==> config.mk <==
export PLATFORM = sky130hd
export DESIGN_NAME = sd_spi_mode_host_sequencer
export DESIGN_NICKNAME = d
export VERILOG_FILES = /design/src/hw/rtl/sdspi_pkg.sv /design/src/hw/rtl/sd_spi_mode_host_sequencer.sv /design/src/hw/rtl/sdspi_regs.sv /design/src/hw/rtl/sdspi_step.sv
export SDC_FILE = /design/constraint.sdc
export NUM_CORES = 1
export LEC_CHECK = 0
export BUFFER_PORTS_ARGS = -buffer_cell sky130_fd_sc_hd__buf_2
export CAP_MARGIN = 30
export CORE_MARGIN = 3
export CORE_UTILIZATION = 55
export CTS_CLUSTER_DIAMETER = 40
export DETAILED_ROUTE_END_ITERATION = 10
export PLACE_DENSITY = 0.75
export SLEW_MARGIN = 15
export SYNTH_ARGS = -nofsm -noshare
export SYNTH_HDL_FRONTEND = slang
export SYNTH_SLANG_ARGS = --single-unit
export TNS_END_PERCENT = 10
==> constraint.sdc <==
create_clock -name clk_i -period 8.4 [get_ports clk_i]
set_clock_uncertainty 0.1 [all_clocks]
set_input_delay 0.84 -clock clk_i [delete_from_list [all_inputs] [get_ports clk_i]]
set_output_delay 0.84 -clock clk_i [all_outputs]
set_load 0.02 [all_outputs]
==> src/hw/rtl/sdspi_pkg.sv <==
`timescale 1ns / 1ps
package sdspi_pkg;

  localparam int unsigned BlockBytes = 512;
  localparam int unsigned WakeBytes  = 80;

  typedef enum logic [1:0] {
    OP_INIT  = 2'd0,
    OP_READ  = 2'd1,
    OP_WRITE = 2'd2,
    OP_BYTE  = 2'd3
  } op_e;

  localparam logic [4:0] ST_IDLE     = 5'd0;
  localparam logic [4:0] ST_WAKE     = 5'd1;
  localparam logic [4:0] ST_CMD0     = 5'd2;
  localparam logic [4:0] ST_CMD8     = 5'd3;
  localparam logic [4:0] ST_CMD1     = 5'd4;
  localparam logic [4:0] ST_CMD58A   = 5'd5;
  localparam logic [4:0] ST_CMD59ON  = 5'd6;
  localparam logic [4:0] ST_CMD55    = 5'd7;
  localparam logic [4:0] ST_ACMD41   = 5'd8;
  localparam logic [4:0] ST_CMD59OFF = 5'd9;
  localparam logic [4:0] ST_CMD16    = 5'd10;
  localparam logic [4:0] ST_CMD58B   = 5'd11;
  localparam logic [4:0] ST_RD_CMD   = 5'd12;
  localparam logic [4:0] ST_WR_CMD   = 5'd13;
  localparam logic [4:0] ST_RD_TOKEN = 5'd14;
  localparam logic [4:0] ST_RD_DATA  = 5'd15;
  localparam logic [4:0] ST_RD_CRC   = 5'd16;
  localparam logic [4:0] ST_WR_DATA  = 5'd17;
  localparam logic [4:0] ST_WR_CRC   = 5'd18;
  localparam logic [4:0] ST_WR_BUSY  = 5'd19;

  localparam logic [1:0] PH_READY = 2'd0;
  localparam logic [1:0] PH_CMD   = 2'd1;
  localparam logic [1:0] PH_R1    = 2'd2;
  localparam logic [1:0] PH_R32   = 2'd3;

  localparam logic [3:0] STAT_OK          = 4'd0;
  localparam logic [3:0] STAT_NO_CARD     = 4'd1;
  localparam logic [3:0] STAT_NOT_READY   = 4'd2;
  localparam logic [3:0] STAT_UNUSABLE    = 4'd3;
  localparam logic [3:0] STAT_ECHO        = 4'd4;
  localparam logic [3:0] STAT_VOLTAGE     = 4'd5;
  localparam logic [3:0] STAT_R1_ERROR    = 4'd6;
  localparam logic [3:0] STAT_NO_TOKEN    = 4'd7;
  localparam logic [3:0] STAT_ACCEPTED    = 4'd8;
  localparam logic [3:0] STAT_CRC_REJECT  = 4'd9;
  localparam logic [3:0] STAT_WR_REJECT   = 4'd10;
  localparam logic [3:0] STAT_WR_ERROR    = 4'd11;

  localparam logic [0:0] REG_POLL_LIMIT = 1'd0;
  localparam logic [0:0] REG_VOLT_MASK  = 1'd1;

  typedef struct packed {
    logic [4:0]  step;
    logic [1:0]  phase;
    logic [9:0]  byte_count;
    logic [15:0] poll_count;
    logic [15:0] retry_count;
    logic [31:0] response_shift;
    logic [1:0]  card_capacity;
    logic [31:0] latched_address;
    logic [7:0]  last_response;
    logic        cs_low;
    logic        fast_clk;
  } seq_state_t;

  typedef struct packed {
    logic [1:0]  op;
    logic [31:0] block_address;
    logic [7:0]  rx_byte;
    logic [7:0]  write_byte;
  } req_t;

  typedef struct packed {
    logic       tx_valid;
    logic [7:0] tx_byte;
    logic       chip_select_low;
    logic       fast_clock;
    logic       read_valid;
    logic [7:0] read_byte;
    logic       need_write_byte;
    logic       done_res;
    logic [3:0] status;
    logic [7:0] r1_value;
  } res_t;

  typedef struct packed {
    logic [15:0] poll_limit;
    logic [31:0] ocr_mask;
  } cfg_t;

endpackage

==> src/hw/rtl/sd_spi_mode_host_sequencer.sv <==
`timescale 1ns / 1ps
// SD card SPI-mode host sequencer. Each accepted request (start init, start read, start write,
// or one exchanged byte) yields exactly one result giving the next byte to send, the pin
// levels, any block data byte and the end status of an operation. Requests are taken one per
// cycle while the skid register is empty; the state update is one registered step, and the result
// lands in the output register, or in the skid register while the output is stalled.
module sd_spi_mode_host_sequencer (
  input  logic        clk_i,
  input  logic        rst_ni,
  input  logic        psel,
  input  logic        penable,
  input  logic        pwrite,
  input  logic [2:0]  paddr,
  input  logic [31:0] pwdata,
  output logic [31:0] prdata,
  output logic        pready,
  input  logic        in_valid_i,
  output logic        in_ready_o,
  input  logic [1:0]  op_i,
  input  logic [31:0] block_address_i,
  input  logic [7:0]  rx_byte_i,
  input  logic [7:0]  write_byte_i,
  output logic        out_valid_o,
  input  logic        out_ready_i,
  output logic        tx_valid_o,
  output logic [7:0]  tx_byte_o,
  output logic        chip_select_low_o,
  output logic        fast_clock_o,
  output logic        read_valid_o,
  output logic [7:0]  read_byte_o,
  output logic        need_write_byte_o,
  output logic        done_res_o,
  output logic [3:0]  status_o,
  output logic [7:0]  r1_value_o
);

  sdspi_pkg::cfg_t       cfg;
  sdspi_pkg::seq_state_t state_q;
  sdspi_pkg::seq_state_t state_d;
  sdspi_pkg::req_t       req;
  sdspi_pkg::res_t       res;
  sdspi_pkg::res_t       out_q;
  sdspi_pkg::res_t       skid_q;
  logic                  out_valid_q;
  logic                  skid_valid_q;
  logic                  in_fire;

  sdspi_regs u_regs (
    .clk_i   (clk_i),
    .rst_ni  (rst_ni),
    .psel    (psel),
    .penable (penable),
    .pwrite  (pwrite),
    .paddr   (paddr),
    .pwdata  (pwdata),
    .prdata  (prdata),
    .pready  (pready),
    .cfg_o   (cfg)
  );

  assign req.op            = op_i;
  assign req.block_address = block_address_i;
  assign req.rx_byte       = rx_byte_i;
  assign req.write_byte    = write_byte_i;

  sdspi_step u_step (
    .cur_i (state_q),
    .req_i (req),
    .cfg_i (cfg),
    .nxt_o (state_d),
    .res_o (res)
  );

  assign in_ready_o = !skid_valid_q;
  assign in_fire    = in_valid_i && in_ready_o;

  always_ff @(posedge clk_i or negedge rst_ni) begin
    if (!rst_ni) begin
      state_q <= '0;
    end else if (in_fire) begin
      state_q <= state_d;
    end
  end

  always_ff @(posedge clk_i or negedge rst_ni) begin
    if (!rst_ni) begin
      out_valid_q  <= 1'b0;
      skid_valid_q <= 1'b0;
    end else begin
      if (!out_valid_q || out_ready_i) begin
        out_valid_q  <= in_fire || skid_valid_q;
        skid_valid_q <= 1'b0;
      end else if (in_fire) begin
        skid_valid_q <= 1'b1;
      end
    end
  end

  always_ff @(posedge clk_i) begin
    if (!out_valid_q || out_ready_i) begin
      out_q <= skid_valid_q ? skid_q : res;
    end else if (in_fire) begin
      skid_q <= res;
    end
  end

  assign out_valid_o       = out_valid_q;
  assign tx_valid_o        = out_q.tx_valid;
  assign tx_byte_o         = out_q.tx_byte;
  assign chip_select_low_o = out_q.chip_select_low;
  assign fast_clock_o      = out_q.fast_clock;
  assign read_valid_o      = out_q.read_valid;
  assign read_byte_o       = out_q.read_byte;
  assign need_write_byte_o = out_q.need_write_byte;
  assign done_res_o        = out_q.done_res;
  assign status_o          = out_q.status;
  assign r1_value_o        = out_q.r1_value;

`ifndef SYNTH
  a_skid_only_when_stalled: assert property (@(posedge clk_i) disable iff (!rst_ni)
    skid_valid_q |-> out_valid_q)
    else $error("skid entry without a pending result");
  a_no_accept_when_full: assert property (@(posedge clk_i) disable iff (!rst_ni)
    skid_valid_q |-> !in_ready_o)
    else $error("request accepted with both stages full");
  a_accept_gives_result: assert property (@(posedge clk_i) disable iff (!rst_ni)
    in_fire |=> out_valid_q)
    else $error("accepted request produced no result");
  a_idle_state_no_tx: assert property (@(posedge clk_i) disable iff (!rst_ni)
    (in_fire && state_d.step == sdspi_pkg::ST_IDLE) |-> !res.tx_valid)
    else $error("exchange requested while idle");
`endif

endmodule

==> src/hw/rtl/sdspi_regs.sv <==
`timescale 1ns / 1ps
module sdspi_regs (
  input  logic               clk_i,
  input  logic               rst_ni,
  input  logic               psel,
  input  logic               penable,
  input  logic               pwrite,
  input  logic [2:0]         paddr,
  input  logic [31:0]        pwdata,
  output logic [31:0]        prdata,
  output logic               pready,
  output sdspi_pkg::cfg_t    cfg_o
);

  logic [15:0] poll_limit_q;
  logic [31:0] volt_mask_q;
  logic        wr_en;
  logic [0:0]  reg_idx;

  assign pready  = 1'b1;
  assign wr_en   = psel && penable && pwrite;
  assign reg_idx = paddr[2:2];

  always_ff @(posedge clk_i or negedge rst_ni) begin
    if (!rst_ni) begin
      poll_limit_q <= 16'd1000;
      volt_mask_q  <= 32'h00FF8000;
    end else if (wr_en && paddr[1:0] == 2'b00) begin
      if (reg_idx == sdspi_pkg::REG_POLL_LIMIT) begin
        poll_limit_q <= pwdata[15:0];
      end else begin
        volt_mask_q <= pwdata;
      end
    end
  end

  always_comb begin
    prdata = 32'd0;
    if (reg_idx == sdspi_pkg::REG_POLL_LIMIT) begin
      prdata = {16'd0, poll_limit_q};
    end else begin
      prdata = volt_mask_q;
    end
  end

  assign cfg_o.poll_limit = poll_limit_q;
  assign cfg_o.ocr_mask   = volt_mask_q;

endmodule

==> src/hw/rtl/sdspi_step.sv <==
`timescale 1ns / 1ps
module sdspi_step (
  input  sdspi_pkg::seq_state_t cur_i,
  input  sdspi_pkg::req_t       req_i,
  input  sdspi_pkg::cfg_t       cfg_i,
  output sdspi_pkg::seq_state_t nxt_o,
  output sdspi_pkg::res_t       res_o
);

  sdspi_pkg::seq_state_t n;
  sdspi_pkg::res_t       r;
  logic [15:0] lim;
  logic [15:0] poll_inc;
  logic [15:0] retry_inc;
  logic        poll_over;
  logic        retry_over;
  logic [9:0]  bc_inc;
  logic [7:0]  rx;
  logic [2:0]  wcode;
  logic [7:0]  cidx;
  logic [7:0]  ccrc;
  logic [31:0] carg;

  always_comb begin
    lim        = (cfg_i.poll_limit == 16'd0) ? 16'd1 : cfg_i.poll_limit;
    poll_inc   = cur_i.poll_count + 16'd1;
    retry_inc  = cur_i.retry_count + 16'd1;
    poll_over  = poll_inc >= lim;
    retry_over = retry_inc >= lim;
    bc_inc     = cur_i.byte_count + 10'd1;
    rx         = req_i.rx_byte;
    wcode      = cur_i.last_response[3:1];
    n = cur_i;
    r = '0;

    case (req_i.op)
      sdspi_pkg::OP_INIT: begin
        n.cs_low     = 1'b0;
        n.fast_clk   = 1'b0;
        n.step       = sdspi_pkg::ST_WAKE;
        n.byte_count = '0;
      end
      sdspi_pkg::OP_READ, sdspi_pkg::OP_WRITE: begin
        n.cs_low = 1'b1;
        n.latched_address = (cur_i.card_capacity == 2'd2) ?
                            {req_i.block_address[22:0], 9'd0} : req_i.block_address;
        n.step = (req_i.op == sdspi_pkg::OP_READ) ? sdspi_pkg::ST_RD_CMD :
                                                    sdspi_pkg::ST_WR_CMD;
        n.phase      = sdspi_pkg::PH_READY;
        n.byte_count = '0;
        n.poll_count = '0;
      end
      default: begin
        if (cur_i.step == sdspi_pkg::ST_WAKE) begin
          n.byte_count = bc_inc;
          if (bc_inc >= 10'(sdspi_pkg::WakeBytes)) begin
            n.cs_low = 1'b1;
            n.retry_count = '0;
            n.step = sdspi_pkg::ST_CMD0;
            n.phase = sdspi_pkg::PH_CMD;
            n.byte_count = '0;
            n.poll_count = '0;
          end
        end else if (cur_i.step inside {[sdspi_pkg::ST_CMD0:sdspi_pkg::ST_WR_CMD]}) begin
          case (cur_i.phase)
            sdspi_pkg::PH_READY: begin
              if (rx == 8'hFF) begin
                n.phase = sdspi_pkg::PH_CMD;
                n.byte_count = '0;
              end else begin
                n.poll_count = poll_inc;
                if (poll_over) begin
                  n.step = sdspi_pkg::ST_IDLE;
                  r.done_res = 1'b1;
                  r.status = sdspi_pkg::STAT_NOT_READY;
                end
              end
            end
            sdspi_pkg::PH_CMD: begin
              n.byte_count = bc_inc;
              if (bc_inc >= 10'd6) begin
                n.phase = sdspi_pkg::PH_R1;
                n.byte_count = '0;
              end
            end
            sdspi_pkg::PH_R1: begin
              n.byte_count = bc_inc;
              if (bc_inc >= 10'd2) begin
                n.last_response = rx;
                if ((cur_i.step == sdspi_pkg::ST_CMD8 && rx == 8'h01) ||
                    (cur_i.step == sdspi_pkg::ST_CMD58A && rx == 8'h01) ||
                    (cur_i.step == sdspi_pkg::ST_CMD58B && rx == 8'h00)) begin
                  n.phase = sdspi_pkg::PH_R32;
                  n.byte_count = '0;
                  n.response_shift = '0;
                end else begin
                  n.phase = sdspi_pkg::PH_READY;
                  n.byte_count = '0;
                  n.poll_count = '0;
                  case (cur_i.step)
                    sdspi_pkg::ST_CMD0: begin
                      if (rx == 8'h01) begin
                        n.step = sdspi_pkg::ST_CMD8;
                      end else begin
                        n.retry_count = retry_inc;
                        if (retry_over) begin
                          n = cur_i;
                          n.retry_count = retry_inc;
                          n.byte_count = bc_inc;
                          n.last_response = rx;
                          n.step = sdspi_pkg::ST_IDLE;
                          r.done_res = 1'b1;
                          r.status = sdspi_pkg::STAT_NO_CARD;
                        end else begin
                          n.phase = sdspi_pkg::PH_CMD;
                        end
                      end
                    end
                    sdspi_pkg::ST_CMD8: begin
                      n.retry_count = '0;
                      n.step = sdspi_pkg::ST_CMD1;
                    end
                    sdspi_pkg::ST_CMD1, sdspi_pkg::ST_ACMD41: begin
                      if (rx == 8'h00) begin
                        n.step = sdspi_pkg::ST_CMD59OFF;
                      end else begin
                        n.retry_count = retry_inc;
                        if (retry_over) begin
                          n = cur_i;
                          n.retry_count = retry_inc;
                          n.byte_count = bc_inc;
                          n.last_response = rx;
                          n.step = sdspi_pkg::ST_IDLE;
                          r.done_res = 1'b1;
                          r.status = sdspi_pkg::STAT_UNUSABLE;
                        end else if (cur_i.step == sdspi_pkg::ST_ACMD41) begin
                          n.step = sdspi_pkg::ST_CMD55;
                        end
                      end
                    end
                    sdspi_pkg::ST_CMD59ON: begin
                      if (rx != 8'h01) begin
                        n = cur_i;
                        n.byte_count = bc_inc;
                        n.last_response = rx;
                        n.step = sdspi_pkg::ST_IDLE;
                        r.done_res = 1'b1;
                        r.status = sdspi_pkg::STAT_R1_ERROR;
                        r.r1_value = rx;
                      end else begin
                        n.retry_count = '0;
                        n.step = sdspi_pkg::ST_CMD55;
                      end
                    end
                    sdspi_pkg::ST_CMD55: begin
                      n.step = sdspi_pkg::ST_ACMD41;
                    end
                    sdspi_pkg::ST_CMD59OFF, sdspi_pkg::ST_CMD16,
                    sdspi_pkg::ST_RD_CMD, sdspi_pkg::ST_WR_CMD: begin
                      if (rx != 8'h00) begin
                        n = cur_i;
                        n.byte_count = bc_inc;
                        n.last_response = rx;
                        n.step = sdspi_pkg::ST_IDLE;
                        r.done_res = 1'b1;
                        r.status = sdspi_pkg::STAT_R1_ERROR;
                        r.r1_value = rx;
                      end else if (cur_i.step == sdspi_pkg::ST_CMD59OFF) begin
                        n.step = sdspi_pkg::ST_CMD16;
                      end else if (cur_i.step == sdspi_pkg::ST_CMD16) begin
                        n.step = sdspi_pkg::ST_CMD58B;
                      end else if (cur_i.step == sdspi_pkg::ST_RD_CMD) begin
                        n = cur_i;
                        n.byte_count = bc_inc;
                        n.last_response = rx;
                        n.step = sdspi_pkg::ST_RD_TOKEN;
                        n.poll_count = '0;
                      end else begin
                        n = cur_i;
                        n.last_response = rx;
                        n.step = sdspi_pkg::ST_WR_DATA;
                        n.byte_count = '0;
                      end
                    end
                    default: begin
                      n = cur_i;
                      n.byte_count = bc_inc;
                      n.last_response = rx;
                      n.step = sdspi_pkg::ST_IDLE;
                      r.done_res = 1'b1;
                      r.status = sdspi_pkg::STAT_R1_ERROR;
                      r.r1_value = rx;
                    end
                  endcase
                end
              end
            end
            default: begin
              n.response_shift = {cur_i.response_shift[23:0], rx};
              n.byte_count = bc_inc;
              if (bc_inc >= 10'd4) begin
                if (cur_i.step == sdspi_pkg::ST_CMD8) begin
                  if (n.response_shift[7:0] != 8'hAA) begin
                    n.step = sdspi_pkg::ST_IDLE;
                    r.done_res = 1'b1;
                    r.status = sdspi_pkg::STAT_ECHO;
                  end else if (n.response_shift[11:8] != 4'h1) begin
                    n.step = sdspi_pkg::ST_IDLE;
                    r.done_res = 1'b1;
                    r.status = sdspi_pkg::STAT_VOLTAGE;
                  end else begin
                    n.step = sdspi_pkg::ST_CMD58A;
                    n.phase = sdspi_pkg::PH_READY;
                    n.byte_count = '0;
                    n.poll_count = '0;
                  end
                end else if (cur_i.step == sdspi_pkg::ST_CMD58A) begin
                  if ((n.response_shift & cfg_i.ocr_mask) != cfg_i.ocr_mask) begin
                    n.step = sdspi_pkg::ST_IDLE;
                    r.done_res = 1'b1;
                    r.status = sdspi_pkg::STAT_VOLTAGE;
                  end else begin
                    n.step = sdspi_pkg::ST_CMD59ON;
                    n.phase = sdspi_pkg::PH_READY;
                    n.byte_count = '0;
                    n.poll_count = '0;
                  end
                end else begin
                  n.card_capacity = n.response_shift[31:30];
                  n.cs_low = 1'b0;
                  n.fast_clk = 1'b1;
                  n.step = sdspi_pkg::ST_IDLE;
                  r.done_res = 1'b1;
                  r.status = sdspi_pkg::STAT_OK;
                end
              end
            end
          endcase
        end else if (cur_i.step == sdspi_pkg::ST_RD_TOKEN) begin
          if (rx == 8'hFE) begin
            n.step = sdspi_pkg::ST_RD_DATA;
            n.byte_count = '0;
          end else begin
            n.poll_count = poll_inc;
            if (poll_over) begin
              n.cs_low = 1'b0;
              n.step = sdspi_pkg::ST_IDLE;
              r.done_res = 1'b1;
              r.status = sdspi_pkg::STAT_NO_TOKEN;
            end
          end
        end else if (cur_i.step == sdspi_pkg::ST_RD_DATA) begin
          r.read_valid = 1'b1;
          r.read_byte = rx;
          n.byte_count = bc_inc;
          if (bc_inc >= 10'(sdspi_pkg::BlockBytes)) begin
            n.step = sdspi_pkg::ST_RD_CRC;
            n.byte_count = '0;
          end
        end else if (cur_i.step == sdspi_pkg::ST_RD_CRC) begin
          n.byte_count = bc_inc;
          if (bc_inc >= 10'd2) begin
            n.cs_low = 1'b0;
            n.step = sdspi_pkg::ST_IDLE;
            r.done_res = 1'b1;
            r.status = sdspi_pkg::STAT_OK;
          end
        end else if (cur_i.step == sdspi_pkg::ST_WR_DATA) begin
          n.byte_count = bc_inc;
          if (bc_inc > 10'(sdspi_pkg::BlockBytes)) begin
            n.step = sdspi_pkg::ST_WR_CRC;
            n.byte_count = '0;
          end
        end else if (cur_i.step == sdspi_pkg::ST_WR_CRC) begin
          n.byte_count = bc_inc;
          if (bc_inc >= 10'd3) begin
            n.last_response = rx;
            n.step = sdspi_pkg::ST_WR_BUSY;
            n.poll_count = '0;
          end
        end else if (cur_i.step == sdspi_pkg::ST_WR_BUSY) begin
          if (rx == 8'hFF) begin
            n.cs_low = 1'b0;
            n.step = sdspi_pkg::ST_IDLE;
            r.done_res = 1'b1;
            if (wcode == 3'd2) begin
              r.status = sdspi_pkg::STAT_ACCEPTED;
            end else if (wcode == 3'd5) begin
              r.status = sdspi_pkg::STAT_CRC_REJECT;
            end else if (wcode == 3'd6) begin
              r.status = sdspi_pkg::STAT_WR_REJECT;
            end else begin
              r.status = sdspi_pkg::STAT_WR_ERROR;
            end
          end else begin
            n.poll_count = poll_inc;
            if (poll_over) begin
              n.step = sdspi_pkg::ST_IDLE;
              r.done_res = 1'b1;
              r.status = sdspi_pkg::STAT_NOT_READY;
            end
          end
        end
      end
    endcase

    cidx = 8'd0;
    ccrc = 8'h95;
    carg = 32'd0;
    case (n.step)
      sdspi_pkg::ST_CMD8: begin
        cidx = 8'd8; carg = 32'h000001AA; ccrc = 8'h87;
      end
      sdspi_pkg::ST_CMD1: begin
        cidx = 8'd1; ccrc = 8'hF9;
      end
      sdspi_pkg::ST_CMD58A, sdspi_pkg::ST_CMD58B: begin
        cidx = 8'd58; ccrc = 8'hFD;
      end
      sdspi_pkg::ST_CMD59ON: begin
        cidx = 8'd59; carg = 32'd1; ccrc = 8'h83;
      end
      sdspi_pkg::ST_CMD55: begin
        cidx = 8'd55; ccrc = 8'h65;
      end
      sdspi_pkg::ST_ACMD41: begin
        cidx = 8'd41; carg = 32'h40000000; ccrc = 8'h77;
      end
      sdspi_pkg::ST_CMD59OFF: begin
        cidx = 8'd59; ccrc = 8'h91;
      end
      sdspi_pkg::ST_CMD16: begin
        cidx = 8'd16; carg = 32'h00000200; ccrc = 8'h15;
      end
      sdspi_pkg::ST_RD_CMD: begin
        cidx = 8'd17; carg = n.latched_address; ccrc = 8'hFF;
      end
      sdspi_pkg::ST_WR_CMD: begin
        cidx = 8'd24; carg = n.latched_address; ccrc = 8'hFF;
      end
      default: begin
        cidx = 8'd0;
      end
    endcase

    r.tx_valid = (n.step != sdspi_pkg::ST_IDLE);
    if (r.tx_valid) begin
      if (n.step inside {[sdspi_pkg::ST_CMD0:sdspi_pkg::ST_WR_CMD]} &&
          n.phase == sdspi_pkg::PH_CMD) begin
        case (n.byte_count)
          10'd0:   r.tx_byte = 8'h40 | cidx;
          10'd1:   r.tx_byte = carg[31:24];
          10'd2:   r.tx_byte = carg[23:16];
          10'd3:   r.tx_byte = carg[15:8];
          10'd4:   r.tx_byte = carg[7:0];
          default: r.tx_byte = ccrc;
        endcase
      end else if (n.step == sdspi_pkg::ST_WR_DATA) begin
        r.tx_byte = (n.byte_count == 10'd0) ? 8'hFE : req_i.write_byte;
        r.need_write_byte = n.byte_count < 10'(sdspi_pkg::BlockBytes);
      end else begin
        r.tx_byte = 8'hFF;
      end
    end
    r.chip_select_low = n.cs_low;
    r.fast_clock = n.fast_clk;

    nxt_o = n;
    res_o = r;
  end

endmodule
## After elaboration in Yosys (flattened, before gate mapping)

Index checks and enable logic that the tools add are counted.

- Bits in registers: 235
- Latch bits: 0
- RAM bits: 0
- Memory bits (read-only): 0
- Input port bits: 92
- Logic and storage cells: 381
- Memories: 0

- Add/sub/neg operators: 3
- Multipliers: 0
- Div/mod/pow operators: 0
- Order comparisons: 14
- Eq/ne operators: 89
- Shift operators: 0
- Muxes and demuxes: 183
- Bitwise gates (word level): 6
- Reduce and logical (&&, ||, !) cells: 51

Operators by type and width:

| cell | count |
|---|---|
| two-way mux 120 bit | 5 |
| two-way mux 125 bit | 4 |
| two-way mux 82 bit | 3 |
| two-way mux 5 bit | 46 |
| one-hot mux 76 bit (3 select lines) | 1 |
| two-way mux 16 bit | 11 |
| one-hot mux 32 bit (5 select lines) | 1 |
| two-way mux 28 bit | 5 |
| one-hot mux 28 bit (5 select lines) | 1 |
| two-way mux 32 bit | 4 |
| two-way mux 118 bit | 1 |
| two-way mux 49 bit | 2 |
| two-way mux 9 bit | 10 |
| two-way mux 10 bit | 8 |
| two-way mux 40 bit | 2 |
| two-way mux 8 bit | 10 |
| one-hot mux 16 bit (5 select lines) | 1 |
| two-way mux 13 bit | 6 |
| one-hot mux 8 bit (9 select lines) | 1 |
| == test 5 x 4 -> 1 bit (second input constant) | 14 |
| one-hot mux 34 bit (2 select lines) | 1 |
| two-way mux 33 bit | 2 |
| one-hot mux 32 bit (2 select lines) | 1 |
| one-hot mux 6 bit (9 select lines) | 1 |
| 85 further kinds | 205 |

## Depth between registers and ports, before layout

- Depth in word-level cells: 22
- Mapped depth: 23
- Gate-level depth less buffers: 21

## By module

A second synthesis with hierarchy kept.

- Cells, all modules: 2004
- Area total of the unflattened synthesis: 18356.4 um2

Modules (own cells, without submodules):

| module | instances | cells an instance | area each (um2) | sequential area each (um2) |
|---|---|---|---|---|
| sdspi_step | 1 | 1482 | 8839.7 | 0.0 |
| sd_spi_mode_host_sequencer | 1 | 379 | 7327.0 | 5220.0 |
| sdspi_regs | 1 | 143 | 2189.6 | 1219.9 |

## Least setup slack after synthesis

Ideal clock, no wire load.

- Path type: reg-to-reg
- From: register state_q[92] (netlist name)
- To: register out_q, in the netlist tx_byte_o[2], data pin
- Library setup time: 0.180 ns
- Data arrival time: 5.036 ns
- Data required time: 8.120 ns
- Slack: 3.084 ns
- Stages on the path, launching flop included: 21
- Path buffers: 1
- Cells stage by stage: dfrtp_1 -> and3_1 -> and3_1 -> and3_1 -> and3_1 -> and3_1 -> and3_1 -> xor2_1 -> ha_1 -> a211oi_1 -> o21ai_0 -> o2111a_1 -> a311o_1 -> clkbuf_1 -> o21ai_0 -> o21ai_0 -> a22oi_1 -> nand3_1 -> or4b_1 -> and4b_1 -> o41ai_2

- Word-level cells in the longest chain between the ends: 20
- Elaborated cells between the ends (all ways): 44

RTL lines:

| item | RTL line | RTL |
|---|---|---|
| start: declaration | sd_spi_mode_host_sequencer.sv:38 | `sdspi_pkg::seq_state_t state_q;` |
| start signal: assignment | sd_spi_mode_host_sequencer.sv:81 | `state_q <= state_d;` |
| adder 16 x 1 -> 16 bit * | sdspi_step.sv:26 | `poll_inc = cur_i.poll_count + 16'd1;` |
| >= comparator 16 bit * | sdspi_step.sv:28 | `poll_over = poll_inc >= lim;` |
| two-way mux 5 bit * | sdspi_step.sv:72, sdspi_step.sv:245, sdspi_step.sv:297 |  |
| two-way mux 5 bit | sdspi_step.sv:282 | `if (rx == 8'hFF) begin` |
| two-way mux 5 bit | sdspi_step.sv:281 | `end else if (cur_i.step == sdspi_pkg::ST_WR_BUSY) begin` |
| two-way mux 5 bit | sdspi_step.sv:274 | `end else if (cur_i.step == sdspi_pkg::ST_WR_CRC) begin` |
| two-way mux 5 bit | sdspi_step.sv:268 | `end else if (cur_i.step == sdspi_pkg::ST_WR_DATA) begin` |
| two-way mux 5 bit | sdspi_step.sv:260 | `end else if (cur_i.step == sdspi_pkg::ST_RD_CRC) begin` |
| [4 not listed] | -- |  |
| one-hot mux 5 bit (2 select lines) * | sdspi_step.sv:36 | `case (req_i.op)` |
| == test 5 x 4 -> 1 bit / == test 5 x 3 -> 1 bit (equally long branches) | sdspi_step.sv:310 | `case (n.step)` |
| OR reduction 2 bit (on tied branches) | -- |  |
| one-hot mux 8 bit (9 select lines), or another cell as far along | sdspi_step.sv:310 |  |
| one-hot mux 8 bit (5 select lines) | sdspi_step.sv:350 | `case (n.byte_count)` |
| two-way mux 8 bit | sdspi_step.sv:348 | `if (n.step inside {[sdspi_pkg::ST_CMD0:sdspi_pkg::ST_WR_CMD]} &&` |
| two-way mux 8 bit * | sdspi_step.sv:347 | `if (r.tx_valid) begin` |
| two-way mux 34 bit * | sd_spi_mode_host_sequencer.sv:101 | `out_q <= skid_valid_q ? skid_q : res;` |
| end signal: assignment | sd_spi_mode_host_sequencer.sv:101 |  |
| end: declaration | sd_spi_mode_host_sequencer.sv:42 | `sdspi_pkg::res_t out_q;` |

Every way passes the cells marked *; elsewhere a longest branch is shown, timed or not.
A chain may end at the register's enable or synchronous reset.

==> insert_results.sql <==
INSERT INTO impl_metrics (metric_group, metric, value, unit) VALUES
('synth', 'number_of_flops_mapped_to_enable_cells_by_yosys', '68', ''),
('critical_path', 'critical_path_peak_fanout', '12', ''),
('global_routing', 'grt_start_max_net_pins', '74', ''),
('critical_path', 'startpoint', 'state_q[76]', ''),
('critical_path', 'critPathLaunchType', 'flip-flop', ''),
('pwr', 'leakage', '0.00795', 'uW'),
('floorplanning', 'die-height', '177', 'um'),
('critical_path', 'crit_path_end', 'skid_q[30]', ''),
('detailed_routing', 'wl_met1', '23300', 'um'),
('clocking', 'cts.htree.levels', '2', ''),
('finish', 'n_fill_cell', '2393', ''),
('pwr', 'vdd_drop_max', '0.167', 'mV'),
('clocking', 'path_clk_slew', '0.06', 'ns'),
('detailed_routing', 'antenna_left', '0', ''),
('sta', 'post-route-period-util', '0.775', ''),
('sta', 'timing.final.setup_violations', '0', ''),
('global_routing', 'overflow', '0', ''),
('run_status', 'outcome', 'finished, final reports clean', ''),
('sta', 'grt_setup_unrepaired', 'no', ''),
('detailed_routing', 'detail_route.wirelength', '56000', 'um'),
('detailed_routing', 'wire_per_inst', '23.2', 'um'),
('synth', 'ys_ff_latch', '230', ''),
('finish', 'highest_count_cells_in_the_layout_ignoring_fill_and_taps', 'nand2_1 (315), o21ai_0 (220), buf_2 (158)', ''),
('global_routing', 'grt_antenna_before_repair', '1', ''),
('synth', 'synth_fp_nets', '2039', ''),
('detailed_routing', 'route.met2.wl', '25000', 'um'),
('synth', 'synthCells', '1907', ''),
('synth', 'ys_seq_area_frac', '0.382', ''),
('sta', 'max_freq', '154', 'MHz'),
('synth', 'postSynthAreaPerCell', '8.39', 'um^2'),
('floorplanning', 'fp.dieArea', '31200', 'um^2'),
('floorplanning', 'ios', '161', ''),
('finish', 'layout-area-overhead-vs-synth', '14.6', '%'),
('synth', 'fraction_of_registers_with_async_set_or_reset_after_synthesis', '0.704', ''),
('placed_design', 'detailed_place_hpwl', '40700', 'um'),
('synth', 'ys_types', '99', ''),
('critical_path', 'worst_r2r_startpoint', 'state_q[76]', ''),
('clocking', 'skew_pair_late_insertion_delay', '0.52', 'ns'),
('pwr', 'cellPowerDensity', '243', 'nW/um^2'),
('synth', 'ys_top_cells_by_area', 'dfrtp_1 (23%), edfxtp_1 (13%), nand2_1 (7.4%)', ''),
('detailed_routing', 'first_iter_violations', '1917', ''),
('clocking', 'tritoncts', 'done', ''),
('sta', 'slew_viol_final', '0', ''),
('clocking', 'post_cts_buffers', '0', ''),
('placed_design', 'gpl.final_weighted_congestion', '1.00', ''),
('floorplanning', 'initial_core_utilization', '0.567', ''),
('finish', 'fin_util', '0.649', ''),
('synth', 'syn-cell-area', '16000', 'um^2'),
('detailed_routing', 'drt_pre_antenna_iters', '6', ''),
('clocking', 'clockRootBuffer', 'clkbuf_16', ''),
('critical_path', 'rr_worst_depth', '17', ''),
('detailed_routing', 'detailroute.wirelength.met3', '5610', 'um'),
('detailed_routing', 'highest_layer_used_for_signal_routing', 'met4', ''),
('global_routing', 'global_route_wire_length_before_repair', '86000', 'um'),
('sta', 'max_slew.worst_pin.slew', '0.996', 'ns'),
('job', 'max_cap_viol_count', '0', ''),
('sta', 'hold-worst-slack', '0.159', 'ns'),
('floorplanning', 'die-width', '177', 'um'),
('placed_design', 'io_buffer_count', '159', ''),
('finish', 'n_antenna_cell', '0', ''),
('clocking', 'cts_resized', '0', ''),
('sta', 'final-hold-violation-count', '0', ''),
('global_routing', 'grt_usage', '0.350', ''),
('clocking', 'cts_made_buffers', '36', ''),
('sta', 'finalCriticalPeriod', '6.51', 'ns'),
('detailed_routing', 'route.vias.total', '15900', ''),
('critical_path', 'worst-r2r-setup-slack', '1.89', 'ns'),
('clocking', 'cts_buffer_depth', '3', ''),
('sta', 'setup-tns-final', '0', 'ns'),
('critical_path', 'worst-endpoint-arrival', '6.77', 'ns'),
('critical_path', 'cp.required', '8.65', 'ns');
==> cell usage after synthesis (all sizes together), types with 9 or more instances <==
library cell	number
and2	39
nor2b	23
or2	9
dfrtp	147
inv	44
buf	26
o21ai	227
nand2	316
nor4	34
nand2b	57
a31oi	35
mux2	48
xnor2	24
nor3	43
xor2	17
clkbuf	101
o22ai	19
or3	18
nor2	103
o211ai	14
o2111ai	9
dfstp	15
nand3	54
a21oi	89
edfxtp	68
nand4	21
a22oi	9
mux2i	31
and3	26
ha	40
a21o	12
o31ai	13
a211oi	21
==> metal layers <==
layer | GRT usage | up-vias
met4 | 0.121 | 0
met1 | 0.486 | 7618
met5 | 0 | -
li1 | - | 7217
met3 | 0.0759 | 171
met2 | 0.544 | 925
==> power by group <==
group	internal, uW	switching, uW	leakage, uW	total, uW
Sequential	1320	134	0.00273	1460
Combinational	483	975	0.00461	1460
Clock	966	574	0.000614	1540
Total	2770	1680	0.00795	4460
==> worst max-delay path, cell delays in order (launching register included) <==
cell       delay [ns]
dfrtp_1          0.44
ha_1             0.22
nand3_1          0.16
nor3_1           0.40
and3_1           0.24
xor2_1           0.22
ha_1             0.28
and4_1           0.17
a21o_1           0.19
or3_1            0.52
a221oi_1         0.55
a211oi_1         0.28
nor2_1           0.69
nand3_1          0.39
a2bb2oi_1        0.23
a2111oi_0        0.83
o32ai_1          0.20
a211oi_1         0.24
==> state kept, by name, summed over array words and instances, names as in the netlist, 4 cells and up <==
| signal | count |
|---|---|
| skid_q | 34 |
| tx_byte_o | 8 |
| read_byte_o | 8 |
| u_regs.volt_mask_q | 32 |
| r1_value_o | 8 |
| state_q | 112 |
| status_o | 4 |
| u_regs.poll_limit_q | 16 |
==> through the flow <==
stage / area [um^2] / power [uW] / cells / setup slack [ns]
2_1_floorplan: 16000 / 2390 / 1907 / 3.08
3_3_place_gp: 17000 / 2860 / 2347 / 2.13
3_5_place_dp: 17000 / 2870 / 2348 / 2.19
4_1_cts: 18300 / 4420 / 2414 / 2.15
5_1_grt: 18300 / 4650 / 2418 / 1.50
6_report: 18300 / 4460 / 2418 / 1.89
==> cell type report <==
class | instances | area (um^2) | share of cell area
multi-input combinational | 1504 | 9230 | 0.503
clock inverter | 19 | 254 | 0.0138
clock buffer | 47 | 1010 | 0.0553
tap | 378 | 473 | 0.0258
timing repair buffer | 194 | 1080 | 0.0589
inverter | 46 | 173 | 0.00941
sequential | 230 | 6110 | 0.333
==> logic make-up (layout without fill, tap and decap cells) <==
group           count (synthesis)  in the layout  share of synthesized area
simple gates                  781            781                      0.242
compound gates                560            560                      0.224
flops                         230            230                      0.382
buf+inv                       173            306                     0.0425
mux                            80             80                     0.0546
fa+ha+maj                      41             41                     0.0319
xor+xnor                       41             41                     0.0224
other cells                     1              1                   0.000234
==> worst min-delay path by stage <==
stage / to / slack [ns] / cells after the start
after floorplan: state_q[60] / 0.34 / 2
after global placement: state_q[18] / 0.35 / 2
after detailed placement: state_q[65] / 0.36 / 2
after CTS: u_regs.volt_mask_q[8] / 0.16 / 1
after global routing: u_regs.poll_limit_q[11] / 0.19 / 1
final: u_regs.volt_mask_q[8] / 0.16 / 1
Note: power is estimated with default switching activity, not from simulation.
